### config.mk
export PLATFORM = sky130hd
export DESIGN_NAME = ordered_value_list
export DESIGN_NICKNAME = d
export VERILOG_FILES = /design/src/rtl/core/ovl_pkg.sv /design/src/rtl/core/ovl_cell.sv /design/src/rtl/core/ordered_value_list.sv
export SDC_FILE = /design/constraint.sdc
export NUM_CORES = 1
export LEC_CHECK = 0
export BUFFER_PORTS_ARGS = -buffer_cell sky130_fd_sc_hd__clkbuf_2
export CAP_MARGIN = 20
export CORE_MARGIN = 2
export CORE_UTILIZATION = 35
export CTS_CLUSTER_SIZE = 25
export DETAILED_ROUTE_END_ITERATION = 6
export GPL_TIMING_DRIVEN = 0
export SLEW_MARGIN = 15
export SYNTH_ARGS = -nofsm -noshare
export SYNTH_HDL_FRONTEND = slang
export SYNTH_SLANG_ARGS = --single-unit
### constraint.sdc
create_clock -name clk -period 8.15 [get_ports clk]
set_clock_uncertainty 0.05 [all_clocks]
set_input_delay 1.63 -clock clk [delete_from_list [all_inputs] [get_ports clk]]
set_output_delay 1.63 -clock clk [all_outputs]
set_load 0.005 [all_outputs]
### src/rtl/core/ovl_pkg.sv
package ovl_pkg;

  localparam logic [1:0] ACT_INSERT = 2'd0;
  localparam logic [1:0] ACT_REMOVE = 2'd1;
  localparam logic [1:0] ACT_SEARCH = 2'd2;

  localparam logic [1:0] ST_OK        = 2'd0;
  localparam logic [1:0] ST_EMPTY     = 2'd1;
  localparam logic [1:0] ST_NOT_FOUND = 2'd2;
  localparam logic [1:0] ST_FULL      = 2'd3;

  localparam int POSITION_W = 4;
  localparam int TOTAL_W    = 5;
  localparam int IN_VALUE_W = 32;

  // per-cell control for the update cycle
  typedef struct packed {
    logic insert;    // append operand at the tail cell
    logic remove;    // shift toward head from the first match onward
    logic occupied;  // cell index below the entry count
    logic tail;      // cell index equals the entry count
  } cell_ctl_t;

endpackage

### src/rtl/core/ovl_cell.sv
module ovl_cell
  import ovl_pkg::*;
#(
  parameter int VALUE_WIDTH = 32
) (
  input  logic                   clk,
  input  cell_ctl_t              ctl,
  input  logic [VALUE_WIDTH-1:0] operand,
  input  logic [VALUE_WIDTH-1:0] right_value,
  input  logic                   seen_in,
  output logic [VALUE_WIDTH-1:0] stored,
  output logic                   match,
  output logic                   seen_out
);

  assign match    = ctl.occupied && (stored == operand);
  assign seen_out = seen_in | match;

  always_ff @(posedge clk) begin
    if (ctl.insert && ctl.tail) begin
      stored <= operand;
    end else if (ctl.remove && seen_out) begin
      stored <= right_value;
    end
  end

endmodule

### src/rtl/core/ordered_value_list.sv
// Ordered value list: a bounded list of signed words kept in arrival order.
// Input channel (in_valid / in_stall) carries action and value; a transfer
// happens when in_valid is high and in_stall is low. Output channel
// (out_valid / out_stall) returns status, found, position and entry_total,
// one result per input item.
// Each item is handled in order: the transfer edge latches the operation;
// then, in the update cycle, every cell compares its entry with the operand at
// once, the first-match flag ripples down the cell row, and at the end of that
// cycle the row shifts or appends and the result is loaded into the output register.
// in_stall is high while an item is in flight, so no new item is accepted until it finishes.
// If the receiver stalls, the result waits in the output register; a new
// item may still be accepted, but it holds in its update cycle until the
// output register frees.
// Reset (rst, synchronous) empties the list and drops any pending result;
// cell contents are not cleared.
module ordered_value_list
  import ovl_pkg::*;
#(
  parameter int CAPACITY    = 16,
  parameter int VALUE_WIDTH = 32
) (
  input  logic                         clk,
  input  logic                         rst,
  input  logic                         in_valid,
  output logic                         in_stall,
  input  logic [1:0]                   action,
  input  logic signed [IN_VALUE_W-1:0] value,
  output logic                         out_valid,
  input  logic                         out_stall,
  output logic [1:0]                   status,
  output logic                         found,
  output logic [POSITION_W-1:0]        position,
  output logic [TOTAL_W-1:0]           entry_total
);

  localparam int CNT_W = $clog2(CAPACITY + 1);
  localparam int IDX_W = $clog2(CAPACITY);

  logic                   busy;
  logic [1:0]             op_action;
  logic [VALUE_WIDTH-1:0] op_value;
  logic [VALUE_WIDTH-1:0] operand_in;
  logic [CNT_W-1:0]       count;
  logic [CNT_W-1:0]       count_next;
  logic                   finish;

  logic [VALUE_WIDTH-1:0] cell_value [CAPACITY];
  logic [CAPACITY-1:0]    match;
  logic [CAPACITY:0]      seen;
  cell_ctl_t              ctl [CAPACITY];

  logic                   hit;
  logic [IDX_W-1:0]       hit_pos;
  logic                   do_insert;
  logic                   do_remove;
  logic [1:0]             status_next;

  generate
    if (VALUE_WIDTH <= IN_VALUE_W) begin : g_narrow
      assign operand_in = value[VALUE_WIDTH-1:0];
    end else begin : g_wide
      assign operand_in = {{(VALUE_WIDTH-IN_VALUE_W){1'b0}}, value};
    end
  endgenerate

  assign in_stall = busy;
  assign finish   = busy && (!out_valid || !out_stall);

  assign seen[0] = 1'b0;

  generate
    for (genvar i = 0; i < CAPACITY; i++) begin : g_cell
      logic [VALUE_WIDTH-1:0] right;

      if (i == CAPACITY - 1) begin : g_last
        assign right = cell_value[i];
      end else begin : g_mid
        assign right = cell_value[i+1];
      end

      assign ctl[i].insert   = finish && do_insert;
      assign ctl[i].remove   = finish && do_remove;
      assign ctl[i].occupied = CNT_W'(i) < count;
      assign ctl[i].tail     = CNT_W'(i) == count;

      ovl_cell #(
        .VALUE_WIDTH(VALUE_WIDTH)
      ) u_cell (
        .clk        (clk),
        .ctl        (ctl[i]),
        .operand    (op_value),
        .right_value(right),
        .seen_in    (seen[i]),
        .stored     (cell_value[i]),
        .match      (match[i]),
        .seen_out   (seen[i+1])
      );
    end
  endgenerate

  assign hit = seen[CAPACITY];

  // only the first match has no match ahead of it
  always_comb begin
    hit_pos = '0;
    for (int i = 0; i < CAPACITY; i++) begin
      if (match[i] && !seen[i]) begin
        hit_pos = hit_pos | IDX_W'(i);
      end
    end
  end

  always_comb begin
    do_insert   = 1'b0;
    do_remove   = 1'b0;
    status_next = ST_OK;
    count_next  = count;
    unique case (op_action)
      ACT_INSERT: begin
        if (count == CNT_W'(CAPACITY)) begin
          status_next = ST_FULL;
        end else begin
          do_insert  = 1'b1;
          count_next = count + CNT_W'(1);
        end
      end
      ACT_REMOVE, ACT_SEARCH: begin
        if (count == '0) begin
          status_next = ST_EMPTY;
        end else if (!hit) begin
          status_next = ST_NOT_FOUND;
        end else if (op_action == ACT_REMOVE) begin
          do_remove  = 1'b1;
          count_next = count - CNT_W'(1);
        end
      end
      default: begin
      end
    endcase
  end

  always_ff @(posedge clk) begin
    if (rst) begin
      busy      <= 1'b0;
      count     <= '0;
      out_valid <= 1'b0;
    end else begin
      if (in_valid && !in_stall) begin
        busy      <= 1'b1;
        op_action <= action;
        op_value  <= operand_in;
      end else if (finish) begin
        busy <= 1'b0;
      end
      if (finish) begin
        count     <= count_next;
        out_valid <= 1'b1;
      end else if (!out_stall) begin
        out_valid <= 1'b0;
      end
    end
  end

  always_ff @(posedge clk) begin
    if (finish) begin
      status      <= status_next;
      found       <= (op_action == ACT_REMOVE || op_action == ACT_SEARCH) &&
                     count != '0 && hit;
      position    <= ((op_action == ACT_REMOVE || op_action == ACT_SEARCH) && hit)
                     ? POSITION_W'(hit_pos) : '0;
      entry_total <= TOTAL_W'(count_next);
    end
  end

  a_accept_busy: assert property (@(posedge clk) disable iff (rst)
    (in_valid && !in_stall) |=> busy)
    else $error("accepted item did not start");

  a_finish_out: assert property (@(posedge clk) disable iff (rst)
    finish |=> out_valid)
    else $error("finished item left no result");

  a_count_hold: assert property (@(posedge clk) disable iff (rst)
    !finish |=> $stable(count))
    else $error("entry count changed outside the update cycle");

  a_count_bound: assert property (@(posedge clk) disable iff (rst)
    count <= CNT_W'(CAPACITY))
    else $error("entry count beyond capacity");

  a_found_ok: assert property (@(posedge clk) disable iff (rst)
    (out_valid && found) |-> status == ST_OK)
    else $error("found reported with a fault status");

endmodule

---- Yosys cells after proc, flatten, opt, wreduce, memory -nomap -nowiden ----
Index checks and enable logic that the tools add are counted.
W data, S select, Z words.
cells by class
  add/subtract/negate cells ............... 2
  order comparisons ....................... 16
  equal/unequal tests ..................... 35
  multiplexer cells ....................... 64
  bitwise logic cells ..................... 16
  reduce and logical (&&, ||, !) cells .... 110
operators by type and width
  cell                   number
  $mux W32               30
  $eq A32 B32 Y1         16
  $logic_and A1 B1 Y1    69
  $eq A4 B5 Y1 const A   8
  $lt A4 B5 Y1 const A   8
  $mux W4                8
  $reduce_bool A2 Y1     16
  $eq A3 B5 Y1 const A   4
  $lt A3 B5 Y1 const A   4
  $mux W5                4
  $logic_not A1 Y1       18
  $or A1 B1 Y1           15
  $mux W3                4
  $mux W1                11
  $eq A2 B5 Y1 const A   2
  $lt A1 B5 Y1 const A   2
  $lt A2 B5 Y1 const A   2
  $mux W2                5
  $pmux W5 S2            1
  $add A5 B1 Y5 const B  1
  $eq A1 B5 Y1 const A   1
  $eq A5 B5 Y1 const B   1
  $logic_not A5 Y1       1
  $reduce_bool A5 Y1     1
  other kinds (10)       11
word-level totals
  register bits ........................... 565
  input bits .............................. 38
  output and inout port bits .............. 14
  logic and storage cells ................. 268

---- Longest topological paths before layout ----
Gate-level depths: netlist of the first run.
  depth after elaboration ................. 24
  mapped depth ............................ 12
  mapped depth without buffers ............ 10

---- Hierarchy ----
A second synthesis of the first run with hierarchy kept.
second synthesis, totals
  cells, all modules ...................... 2079
  area total of the unflattened synthesis .. 30307.8 um^2
by module, submodules not included
  module              times used  cells each  area an instance (um^2)  seq. area each (um^2)
  ovl_cell            16          116         1735.4                   960.9
  ordered_value_list  1           223         2541.2                   1521.5

---- Least setup slack after synthesis of the first run ----
No wires, ideal clock.
  path type ............................... in2reg
  from .................................... in out_stall
  to ...................................... reg g_cell[9].u_cell.stored[0], enable pin
  setup time .............................. 0.466 ns
  data arrival time ....................... 5.234 ns
  required time ........................... 7.634 ns
  slack ................................... 2.401 ns
  cell stages on the path ................. 7
  path buffers ............................ 2
  cell sequence ........................... nand2_1 -> nand2_1 -> inv_1 -> clkbuf_1 -> nand4_1 -> clkbuf_1 -> o21ai_0
between the ends
  longest elaborated chain between the ends .. 6
  elaborated cells between the ends (all ways) .. 8
  those cells by class .................... reduce/logical (8)
ends and longest elaborated chain
  item                                           RTL line                        source
  from (decl)                                    ordered_value_list.sv:29        input logic out_stall,
  $logic_not A1 Y1 *                             -
  $logic_or A1 B1 Y1 *                           ordered_value_list.sv:67        assign finish = busy && (!out_valid || !out_stall);
  $logic_and A1 B1 Y1 *                          ordered_value_list.sv:67
  named net finish                               ordered_value_list.sv:45        logic finish;
  $logic_and A1 B1 Y1, on equally long branches  -
  $logic_and A1 B1 Y1, on equally long branches  ovl_cell.sv:22, ovl_cell.sv:20
  $reduce_bool A2 Y1 (no source line) *          -
  to (signal assigned)                           ovl_cell.sv:21                  stored <= operand;
  to (signal assigned)                           ovl_cell.sv:23                  stored <= right_value;
  to (decl)                                      ovl_cell.sv:11                  output logic [VALUE_WIDTH-1:0] stored,
The timed path passes the listed nets; every way through them passes the cells marked *.
A chain may end at the register's enable or synchronous reset.

---- Worst setup path in the final report of the first run ----
  from .................................... reg op_value[7]
  to ...................................... reg g_cell[14].u_cell.stored[16], enable pin
between the ends
  longest elaborated chain between the ends .. 23
  elaborated cells between the ends (all ways) .. 53
  those cells by class .................... eq/ne (16); mux (3); bitwise (15); reduce/logical (19)
ends and longest elaborated chain
  item                                   RTL line                   source
  from (decl)                            ordered_value_list.sv:41   logic [VALUE_WIDTH-1:0] op_value;
  from (signal assigned)                 ordered_value_list.sv:151  op_value <= operand_in;
  $eq A32 B32 Y1                         ovl_cell.sv:16             assign match = ctl.occupied && (stored == operand);
  $logic_and A1 B1 Y1                    ovl_cell.sv:16
  $or A1 B1 Y1 (15 in a row)             ovl_cell.sv:17             assign seen_out = seen_in | match;
  $mux W1                                ordered_value_list.sv:130  end else if (!hit) begin
  $mux W1                                ordered_value_list.sv:128  if (count == '0) begin
  $mux W1                                ordered_value_list.sv:118  unique case (op_action)
  $logic_and A1 B1 Y1                    -
  $logic_and A1 B1 Y1 *                  ovl_cell.sv:22             end else if (ctl.remove && seen_out) begin
  $reduce_bool A2 Y1 (no source line) *  -
  to (signal assigned)                   ovl_cell.sv:21
  to (signal assigned)                   ovl_cell.sv:23
  to (decl)                              ovl_cell.sv:11
Every way passes the cells marked *; elsewhere a longest branch is shown, timed or not.

==> results of run 1 <==
## critical path, delay by kind of cell (launching register included)
kind            cells  cell delay, ns
compound gates      1            0.84
xor+xnor            1            0.26
buf+inv             5            2.27
flops               1            0.40
simple gates        6            2.87
## flip-flops by register name (all words and copies together), names as in the netlist
signal,count
in_stall,1
count,5
status,2
g_cell.u_cell.stored,512
found,1
op_action,2
out_valid,1
op_value,32
position,4
entry_total,5
## area by class of cell
cell class	instances	area [um^2]
Multi-Input combinational cell	1605	13800
Tap cell	1176	1470
Timing Repair Buffer	77	823
Inverter	16	60.1
Buffer	191	1200
Clock inverter	46	422
Sequential cell	565	16900
Clock buffer	79	1860
Antenna cell	14	35.0
Fill cell	8483	53400
## where the power goes
| group | switching [mW] | total, mW | internal (mW) | leakage (nW) |
|---|---|---|---|---|
| clock network | 1.35 | 3.21 | 1.86 | 1.12 |
| logic | 0.375 | 0.512 | 0.137 | 5.44 |
| registers | 0.0122 | 3.19 | 3.17 | 5.09 |
## how the worst max path moves through the flow
| stage | startpoint | endpoint | slack, ns | cells after the start |
|---|---|---|---|---|
| final | op_value[7]$_DFFE_PP_ | g_cell[14].u_cell.stored[16]$_DFFE_PP_ | 1.08 | 13 |
| after global routing | count[1]$_SDFFE_PP0P_ | g_cell[14].u_cell.stored[16]$_DFFE_PP_ | 1.07 | 12 |
| after CTS | count[1]$_SDFFE_PP0P_ | g_cell[14].u_cell.stored[16]$_DFFE_PP_ | 1.48 | 12 |
| after detailed placement | count[1]$_SDFFE_PP0P_ | g_cell[14].u_cell.stored[10]$_DFFE_PP_ | 1.55 | 12 |
| after global placement | count[1]$_SDFFE_PP0P_ | g_cell[14].u_cell.stored[18]$_DFFE_PP_ | -1.38 | 11 |
| after floorplan | out_stall | g_cell[9].u_cell.stored[0]$_DFFE_PP_ | 2.40 | 7 |
## metal layers
layer	vias to the layer above	track usage, %	routed length [um]
met5	-	0	18
met4	2	16.4	9160
met3	335	7.71	14300
met2	1514	44.4	60600
met1	11642	40.1	58100
li1	9288	-	-
## placed cells by master (no fill, tap or decap), types with 36 or more instances in the layout
cell	count
buf_2	36
buf_6	43
clkbuf_1	68
clkbuf_16	72
clkbuf_2	68
edfxtp_1	558
mux2_2	480
nand2_1	50
nand4_1	150
nor2_1	67
nor3_1	37
nor4_1	85
xnor2_1	328
xor2_1	187
## cells by family after synthesis
| family | after synthesis | synth area share (%) |
|---|---|---|
| XOR/XNOR | 515 | 14.2 |
| multiplexers | 480 | 17.0 |
| AO/OA/AOI/OAI | 70 | 1.45 |
| adder cells (fa/ha/maj) | 8 | 0.315 |
| flip-flops | 565 | 53.2 |
| buffers and inverters | 207 | 3.89 |
| AND/OR/NAND/NOR | 532 | 9.94 |
## per-stage QoR
step           setup TNS (ns)  utilization, %
2_1_floorplan               0               -
3_5_place_dp                0            38.0
5_1_grt                     0            40.6
4_1_cts                     0            40.6
3_3_place_gp          -297.38            37.2
6_report                    0            40.6
==> results_dict.tcl, run 1 <==
set metrics [dict create \
    hold-path-cell-count 0 \
    cts_sinks 565 \
    holdBufCountCts 0 \
    fin_crit_ns 7.07 \
    async_flop_share_pct 0 \
    fin_area_um2 36600 \
    r2r_setup_slack_ns 1.08 \
    ys_seq_area_share_pct 53.2 \
    tightest_slew_ns 1.30 \
    pre_cts_slack_ns 1.55 \
    drive_gt1_share_pct 31.5 \
    vias_per_cell 6.04 \
    cap_violations 0 \
    max_stage_delay_ns 1.10 \
    antenna_found_initial 12 \
    syn_inst 2377 \
    status "finished, final reports clean" \
    fmax_mhz 142 \
    cp_slowest_cell "nor4_1" \
    ys_seq_elements 565 \
    overflow 0 \
    yosysUniqueCellTypes 65 \
    relSlewSlack_pct 12.6 \
    p_total_mw 6.90 \
    hold_class "register to register" \
    stdcell_count 3769 \
    path_class "register to register" \
    yosys-top-cells-count "edfxtp_1, mux2_2, xnor2_1" \
    clk_latency_ns 0.65 \
    synth_most_common_cell "edfxtp_1" \
    timing.final.ws_setup_ns 1.08 \
    dr.first_iter.drc_count 2997 \
    reg2reg_depth 13 \
    io_buffers 50 \
    ys_warn_count 0 \
    boundaryPins 52 \
    initial_core_util_pct 35.3 \
    dieArea_um2 93200 \
    dieWidth_um 305 \
    gp_congestion 1.03 \
    required_ns 8.43 \
    maxSlewViolCount 0 \
    min_to "g_cell[15].u_cell.stored[6]$_DFFE_PP_" \
    avgSynthCellArea_um2 13.4 \
    drt_wl_total_um 142000 \
    fp.coreArea_um2 90000 \
    first_global_vias 21990 \
    vias 22781 \
    rows 110 \
    grt_pass1_wl_um 189000 \
    leakage_nw 11.7 \
    post-place-cells 3628 \
    yosysTopAreaCell "edfxtp_1" \
    placed_area_um2 34200 \
    hold_start "op_value[6]$_DFFE_PP_" \
    clkTransAtPathRegs_ns 0.06 \
    grt_max_degree 33 \
    whs_ns 0.397 \
    rsz0062_at_grt "false" \
    synth_flop_cell "edfxtp_1" \
    wl_per_cell_um 37.7 \
    cts_tree "built" \
    synthTopCellsByArea "edfxtp_1, mux2_2, xnor2_1" \
    cts_made_buffers 69 \
    fin_crit_sh_pct 86.7 \
    h-tree-depth 3 \
    cts.repair.resized 0 \
    syn_nets 2423 \
    synth.top_cell.area_share_pct 52.7 \
    worstPathMaxFanout 19 \
    drt_pass1_iterations 7 \
    r2r_end "g_cell[14].u_cell.stored[16]$_DFFE_PP_" \
    arrival_ns 7.35 \
    nets 2571 \
    cts_max_path_buffers 3 \
    p_per_area_nw_per_um2 189 \
    hold_viol 0 \
    grt_use_total_pct 30.0 \
    drc 0 \
    synth-edff-count 558 \
    ant_nets 0 \
    hpwl_um 103000 \
    critPathLaunchType "register" \
    ir_worst_vdd_v 0.000131 \
    synthToLayoutAreaGrowth_pct 15.2 \
    post_cts_buffers 0 \
    cp_cell_sequence "buf_2 > buf_6 > buf_2 > xor2_1 > nor4_1 > nand4_1 > nor4_1 > nor4_2 > nand4_2 > nand4_1 > clkbuf_2 > o21ai_4 > buf_16" \
    synthesis.area_um2 31800 \
    worstReg2RegStart "op_value[7]$_DFFE_PP_" \
    cts-root-buf "clkbuf_16" \
    die_h_um 305 \
    setup_viol 0 \
    endpoint_kind "register" \
]
No activity file was read; power rests on OpenSTA's default activity.
==> run 2, diff against run 1 <==
--- a/config.mk
+++ b/config.mk
@@ -8,10 +8,12 @@
 export BUFFER_PORTS_ARGS = -buffer_cell sky130_fd_sc_hd__clkbuf_2
 export CAP_MARGIN = 20
 export CORE_MARGIN = 2
-export CORE_UTILIZATION = 35
+export CORE_UTILIZATION = 60
 export CTS_CLUSTER_SIZE = 25
 export DETAILED_ROUTE_END_ITERATION = 6
 export GPL_TIMING_DRIVEN = 0
+export MAX_ROUTING_LAYER = met4
+export PLACE_DENSITY = 0.77
 export SLEW_MARGIN = 15
 export SYNTH_ARGS = -nofsm -noshare
 export SYNTH_HDL_FRONTEND = slang
==> run 2 against run 1 <==
  * Total power shrank 3.9%
  * Hold slack lost 0.022 ns
  * Sequential cell count is the same
  * Cell area shrank 2.5%
  * Combinational power shrank 1%
  * Non-clock buffer count shrank 2
  * Global-route usage grew 21 points
  * Highest routed layer is now met4
==> results_dict.tcl, run 2 (synthesis results as in run 1) <==
set metrics [dict create \
    initial_core_util_pct 60.6 \
    comb_power_share_pct 7.6 \
    antenna_found_initial 17 \
    top_register "g_cell.u_cell.stored" \
    drt_pass1_iterations 7 \
    endpoint_kind "register" \
    drc 0 \
    cp_cell_sequence "buf_2 > buf_6 > buf_2 > xor2_1 > nor4_1 > nand4_1 > nor4_1 > nor4_2 > nand4_2 > nand4_1 > clkbuf_2 > o21ai_4 > buf_16" \
    boundaryPins 52 \
    post_cts_buffers 0 \
    overflow 0 \
    relSlewSlack_pct 7.31 \
    cts_made_buffers 60 \
    grt_use_total_pct 50.5 \
    critPathLaunchType "register" \
    holdBufCountCts 0 \
    vias_per_cell 7.43 \
    power_switching_mw 1.68 \
    clk_latency_ns 0.67 \
    drt_wl_total_um 134000 \
    grt_max_degree 33 \
    reg_top3 "g_cell.u_cell.stored x512, op_value x32" \
    ir_worst_vdd_v 0.000153 \
    ant_nets 0 \
    hpwl_um 95400 \
    grt_use_met1_pct 61.9 \
    synthToLayoutAreaGrowth_pct 12.2 \
    fin_crit_ns 6.84 \
    fin_area_um2 35600 \
    pwr-share-clk_pct 44.3 \
    rows 84 \
    cap_violations 0 \
    fmax_mhz 146 \
    worstPathMaxFanout 23 \
    dieWidth_um 234 \
    largest_reg_flops 512 \
    hold_viol 0 \
    grtUsageMet3_pct 22.4 \
    gp_congestion 1.08 \
    max_stage_delay_ns 0.95 \
    placed_area_um2 33500 \
    fin_crit_sh_pct 83.9 \
    seq_power_share_pct 48.1 \
    status "finished, final reports clean" \
    cts_tree "built" \
    r2r_setup_slack_ns 1.31 \
    grt_pass1_wl_um 181000 \
    p_int_mw 4.95 \
    hold_class "register to register" \
    p_per_area_nw_per_um2 186 \
    gr-usage-met2_pct 66.6 \
    required_ns 8.44 \
    cts_max_path_buffers 3 \
    clkTransAtPathRegs_ns 0.07 \
    maxSlewViolCount 0 \
    drive_gt1_share_pct 31.2 \
    switching_share_pct 25.4 \
    dieArea_um2 54800 \
    dr.first_iter.drc_count 4623 \
    layout_commonest_cell "edfxtp_1" \
    nets 2560 \
    grt_busiest_layer "met2" \
    cts_sinks 565 \
    path_class "register to register" \
    fp.coreArea_um2 52400 \
    io_buffers 50 \
    vias 24380 \
    first_global_vias 22694 \
    h-tree-depth 2 \
    rsz0062_at_grt "false" \
    final_util_pct 68.0 \
    wl_per_cell_um 41.0 \
    leakage_nw 11.4 \
    setup_viol 0 \
    arrival_ns 7.13 \
    tightest_slew_ns 1.39 \
    cp_slowest_cell "nand4_1" \
    cts-root-buf "clkbuf_16" \
    layout_common_cells "edfxtp_1, mux2_2, xnor2_1" \
    die_h_um 234 \
    cts.repair.resized 0 \
]
-- run 2: cell count changes in the layout (fill, tap and decap cells not counted), moves of 6 or more --
cell | previous run | this run
buf_16 | 15 | 8
clkbuf_1 | 68 | 75
clkbuf_16 | 72 | 61
clkinv_1 | 16 | 5
clkbuf_2 | 68 | 62
diode_2 | 14 | 28
-- run 2: power by group through the flow --
| stage | Combinational, mW | Sequential [mW] | Clock, mW |
|---|---|---|---|
| 2_1_floorplan | 0.248 | 3.24 | 0 |
| 3_3_place_gp | 0.458 | 3.25 | 0 |
| 3_5_place_dp | 0.464 | 3.25 | 0 |
| 4_1_cts | 0.467 | 3.19 | 2.88 |
| 5_1_grt | 0.499 | 3.19 | 3.00 |
| 6_report | 0.506 | 3.19 | 2.94 |
-- run 2: stage by stage --
stage	power [mW]	cells	setup TNS, ns	hold slack, ns	worst slack (ns)
5_1_grt	6.69	3275	0	0.394	1.50
3_3_place_gp	3.71	3115	-153.06	0.385	-0.756
2_1_floorplan	3.49	2377	0	0.371	2.40
3_5_place_dp	3.72	3138	0	0.387	1.83
4_1_cts	6.54	3250	0	0.393	1.80
6_report	6.63	3280	0	0.375	1.31
-- run 2: worst paths after layout --
path / endpoint / cells past startpoint / startpoint
setup / recovery: g_cell[14].u_cell.stored[2]$_DFFE_PP_ / 13 / op_value[7]$_DFFE_PP_
hold / removal: g_cell[15].u_cell.stored[4]$_DFFE_PP_ / 0 / op_value[4]$_DFFE_PP_
setup reg to reg: g_cell[14].u_cell.stored[2]$_DFFE_PP_ / 13 / op_value[7]$_DFFE_PP_
hold reg to reg: g_cell[15].u_cell.stored[4]$_DFFE_PP_ / 0 / op_value[4]$_DFFE_PP_
-- run 2: cell type report --
class	count	area [um^2]
Antenna cell	28	70.1
Buffer	191	1190
Clock buffer	67	1560
Clock inverter	45	483
Fill cell	3698	16800
Inverter	16	60.1
Multi-Input combinational cell	1605	13800
Sequential cell	565	16900
Tap cell	688	861
Timing Repair Buffer	75	721
-- run 2: layer usage --
layer  vias to the layer above  part of all wire [%]  wire, um
met1                     11930                    34     46200
met3                       730                    17     22400
met2                      2454                    40     54200
met4                         0                   8.7     11700
met5                         -                     0         0
li1                       9266                     -         -
-- run 2: worst max-delay path, delay by kind of cell, from the launching register on --
kind | cells | cell delay [ns]
AOI/OAI and AO/OA | 1 | 0.62
DFF | 1 | 0.56
xor gates and xnor gates | 1 | 0.20
and+or+nand+nor | 6 | 2.79
buffers and inverters | 5 | 2.20
